<file path="src/rtl/pbf_ram.sv">
// Generic single write port, single read port RAM with registered read
module pbf_ram #(
	parameter int WIDTH = 8,
	parameter int DEPTH = 256
) (
	input  logic                                   clk,
	input  logic                                   we,
	input  logic [((DEPTH > 1) ? $clog2(DEPTH) : 1)-1:0] waddr,
	input  logic [WIDTH-1:0]                       wdata,
	input  logic                                   re,
	input  logic [((DEPTH > 1) ? $clog2(DEPTH) : 1)-1:0] raddr,
	output logic [WIDTH-1:0]                       rdata
);

	logic [WIDTH-1:0] mem [DEPTH];

	always_ff @(posedge clk) begin
		if (we) begin
			mem[waddr] <= wdata;
		end
		if (re) begin
			rdata <= mem[raddr];
		end
	end

endmodule

</file>
<file path="config.mk">
export PLATFORM = sky130hd
export DESIGN_NAME = pbf_ram
export DESIGN_NICKNAME = d
export VERILOG_FILES = /design/src/rtl/pbf_ram.sv
export SDC_FILE = /design/constraint.sdc
export NUM_CORES = 2
export LEC_CHECK = 0
export ABC_AREA = 0
export BUFFER_PORTS_ARGS = -buffer_cell sky130_fd_sc_hd__buf_2
export CAP_MARGIN = 40
export CORE_MARGIN = 1
export CORE_UTILIZATION = 30
export DETAILED_ROUTE_END_ITERATION = 16
export REMOVE_ABC_BUFFERS = 1
export SYNTH_ARGS = -nofsm -noshare
export SYNTH_HDL_FRONTEND = slang
export SYNTH_SLANG_ARGS = --single-unit
export TNS_END_PERCENT = 100
</file>
<file path="constraint.sdc">
create_clock -name clk -period 2.95 [get_ports clk]
set_input_delay 0.1475 -clock clk [delete_from_list [all_inputs] [get_ports clk]]
set_output_delay 0.1475 -clock clk [all_outputs]
set_load 0.05 [all_outputs]
</file>
==> out/metrics.cfg <==
[global_route]
antenna_found_initial = 19
met2_usage = 0.2543
first_global_vias = 40930
grt_pass1_wl_um = 296500
track_usage = 0.1543
met1_usage = 0.2040
busiest_layer = met2
grt_max_degree = 115
use_met3 = 0.02778
overflow = 0

[timing]
fin_setup_tns_ns = 0
finalCriticalPeriod_ns = 2.731
hold_violations = 0
rsz0062_at_grt = false
tightest_slew_ns = 0.9463
finalMaxSlewViolations = 0
slew_headroom = 0.3691
fmax_mhz = 366.2
setup_slack_ns = 0.2194
clock_skew_ns = 0.03684
setup_violations = 0
finalCritPeriodShare = 0.9256

[critical_path]
critPathKind = reg -> reg
critPathLaunchType = flip-flop
r2r.worst_path.cells = 7
reg2reg_to = rdata[6]
end_kind = flip-flop
crit_fanout = 1
r2r_start = mem[80][6]
crit_end = rdata[6]
required_ns = 3.50
cp_data_arrival_time_ns = 3.28
reg2reg_slack_ns = 0.22
crit_start = mem[80][6]

[detailed_routing]
detail_route.wl_per_cell_um = 25.91
vias = 40420
dr.pass1.iters = 6
ant_nets = 0
drc_errors = 0
wl_um = 207300
drtIter0Drc = 4916
vias_per_cell = 5.050

[synthesis]
yosysSeqAreaShare = 0.7753
yosysTopAreaCell = edfxtp_1
synth.avg_cell_area_sq_um = 21.33
ys_top_cells_by_count = 2056 x edfxtp_1, 454 x mux4_2, 282 x nor2_1, 134 x mux2i_1, 133 x a22oi_1
synthFlopType = edfxtp_1
synthCells = 3733
yosysUniqueCellTypes = 54
synth_top_area_frac = 0.7753
synth_edf_count = 2056
ys.warnings.count = 0
synthArstFlopShare = 0
synth_most_common_cell = edfxtp_1
ys_ff_latch = 2056
synthTopCellsByArea = edfxtp_1 78%, mux4_2 13%, mux2i_1 1.7%
syn_area_sq_mm = 0.07964

[layout]
fillers = 23960
finalNetCount = 4339
post-route-util = 0.3587
drive_above_1_share = 0.2987
design_area_sq_mm = 0.09442
area_growth_pct = 18.56

[die]
die_y_um = 517.2
die_area_sq_mm = 0.2675
core-area_sq_mm = 0.2632
dieWidth_um = 517.2
std_cell_rows = 188
start_util = 0.3025
ioPinCount = 35

[placement]
pre_cts_ws_ns = -0.3628
place_hpwl_um = 134000
gp_congestion = 0.8406
portBuffers = 34
placed_area_sq_mm = 0.08801

[clock_tree]
post_cts_buffers = 0
clock_sinks = 2056
cts_tree = done
cts_max_level = 4
path_clk_slew_ns = 0.06
cts.root.buffer_cell = clkbuf_16
cts-buffers-inserted = 204
cts_buffer_depth = 3
insertion_delay_ns = 0.85

[run]
maxCapViolCount = 0

[hold_path]
hold_path_class = in -> reg

[power_and_ir_drop]
leakage_nw = 29.74
totalPowerFinal_mw = 60.05
ir_drop_v = 0.0005303
power.density_mw_per_mm2 = 635.9

[status]
status = finished, final reports clean

per-layer routing:
layer / wire (um) / share of wire
met1: 82400 / 0.40
met2: 101800 / 0.49
met3: 16460 / 0.079
met4: 6615 / 0.032
met5: 34 / 0.00016
worst min-delay path by stage:
stage	depth (start not counted)	start	slack (ns)	end
detailed placement	1	wdata[2]	0.66	mem[60][2]
global route	4	waddr[1]	0.04	mem[167][5]
global placement	1	wdata[2]	0.65	mem[61][2]
finish	4	waddr[1]	0.06	mem[167][7]
floorplan	0	wdata[0]	0.25	mem[0][0]
CTS	4	waddr[1]	0.003	mem[167][7]
timing repair:
action / 4_1_cts / 5_1_grt
hold endpoints to repair: 789 / 0
gates resized for setup: 0 / 0
hold buffers: 12 / 0
per-stage QoR:
stage,cells,hold slack (ns)
after floorplan,3500,0.2464
after global placement,7607,0.6486
after detailed placement,7609,0.6585
after CTS,7991,0.002530
after global routing,7997,0.04232
final,8003,0.06068
layout make-up:
| class | count | area, sq um | share of cell area |
|---|---|---|---|
| well taps | 3515 | 4398 | 0.04658 |
| inverters | 2 | 7.507 | 0.00007951 |
| clock buffers | 253 | 5289 | 0.05601 |
| multi-input cells | 1442 | 16490 | 0.1746 |
| repair buffers | 606 | 5495 | 0.05820 |
| clock inverters | 117 | 974.7 | 0.01032 |
| flip-flops and latches | 2056 | 61740 | 0.6539 |
| diodes | 12 | 30.03 | 0.0003180 |
flip-flops by register name, summed over array words and instances, names as in the netlist:
| signal | flops |
|---|---|
| mem | 2048 |
| rdata | 8 |
critical path, stage by stage, from the launching register on:
cell and delay [ns]:
edfxtp_1 0.37, mux4_2 0.49, a22o_1 0.31, a221oi_2 0.18, buf_4 0.19, o32ai_2 0.14, nor3_1 0.63, nor4_2 0.12
kinds of logic after synthesis:
family,synth area share
buf+inv,0.01829
compound gates,0.03416
flops,0.7753
simple gates,0.02625
mux,0.1460
layout by cell type (no fill, tap or decap), types with 13 or more instances in the layout:
master and n:
buf_2 22, nand2_1 33, nand3_1 34, clkinv_1 52, edfxtp_1 2056, nor4_1 24, o22ai_1 28, a21oi_1 96
mux4_2 454, a22oi_1 133, mux2i_1 134, a211oi_1 16, a221oi_1 13, nor3_1 22, buf_4 490, clkbuf_16 204
clkinv_2 36, nor2b_1 28, nor2_1 279, buf_12 71, clkbuf_1 49, o221ai_1 46
power by group:
group | switching [mW] | internal (mW) | total, mW | leakage [nW]
clock | 10.9 | 13.5 | 24.5 | 3.06
sequential | 0.0572 | 32.2 | 32.3 | 18.5
combinational | 2.03 | 1.26 | 3.29 | 8.19
(Power assumes the default switching activity.)
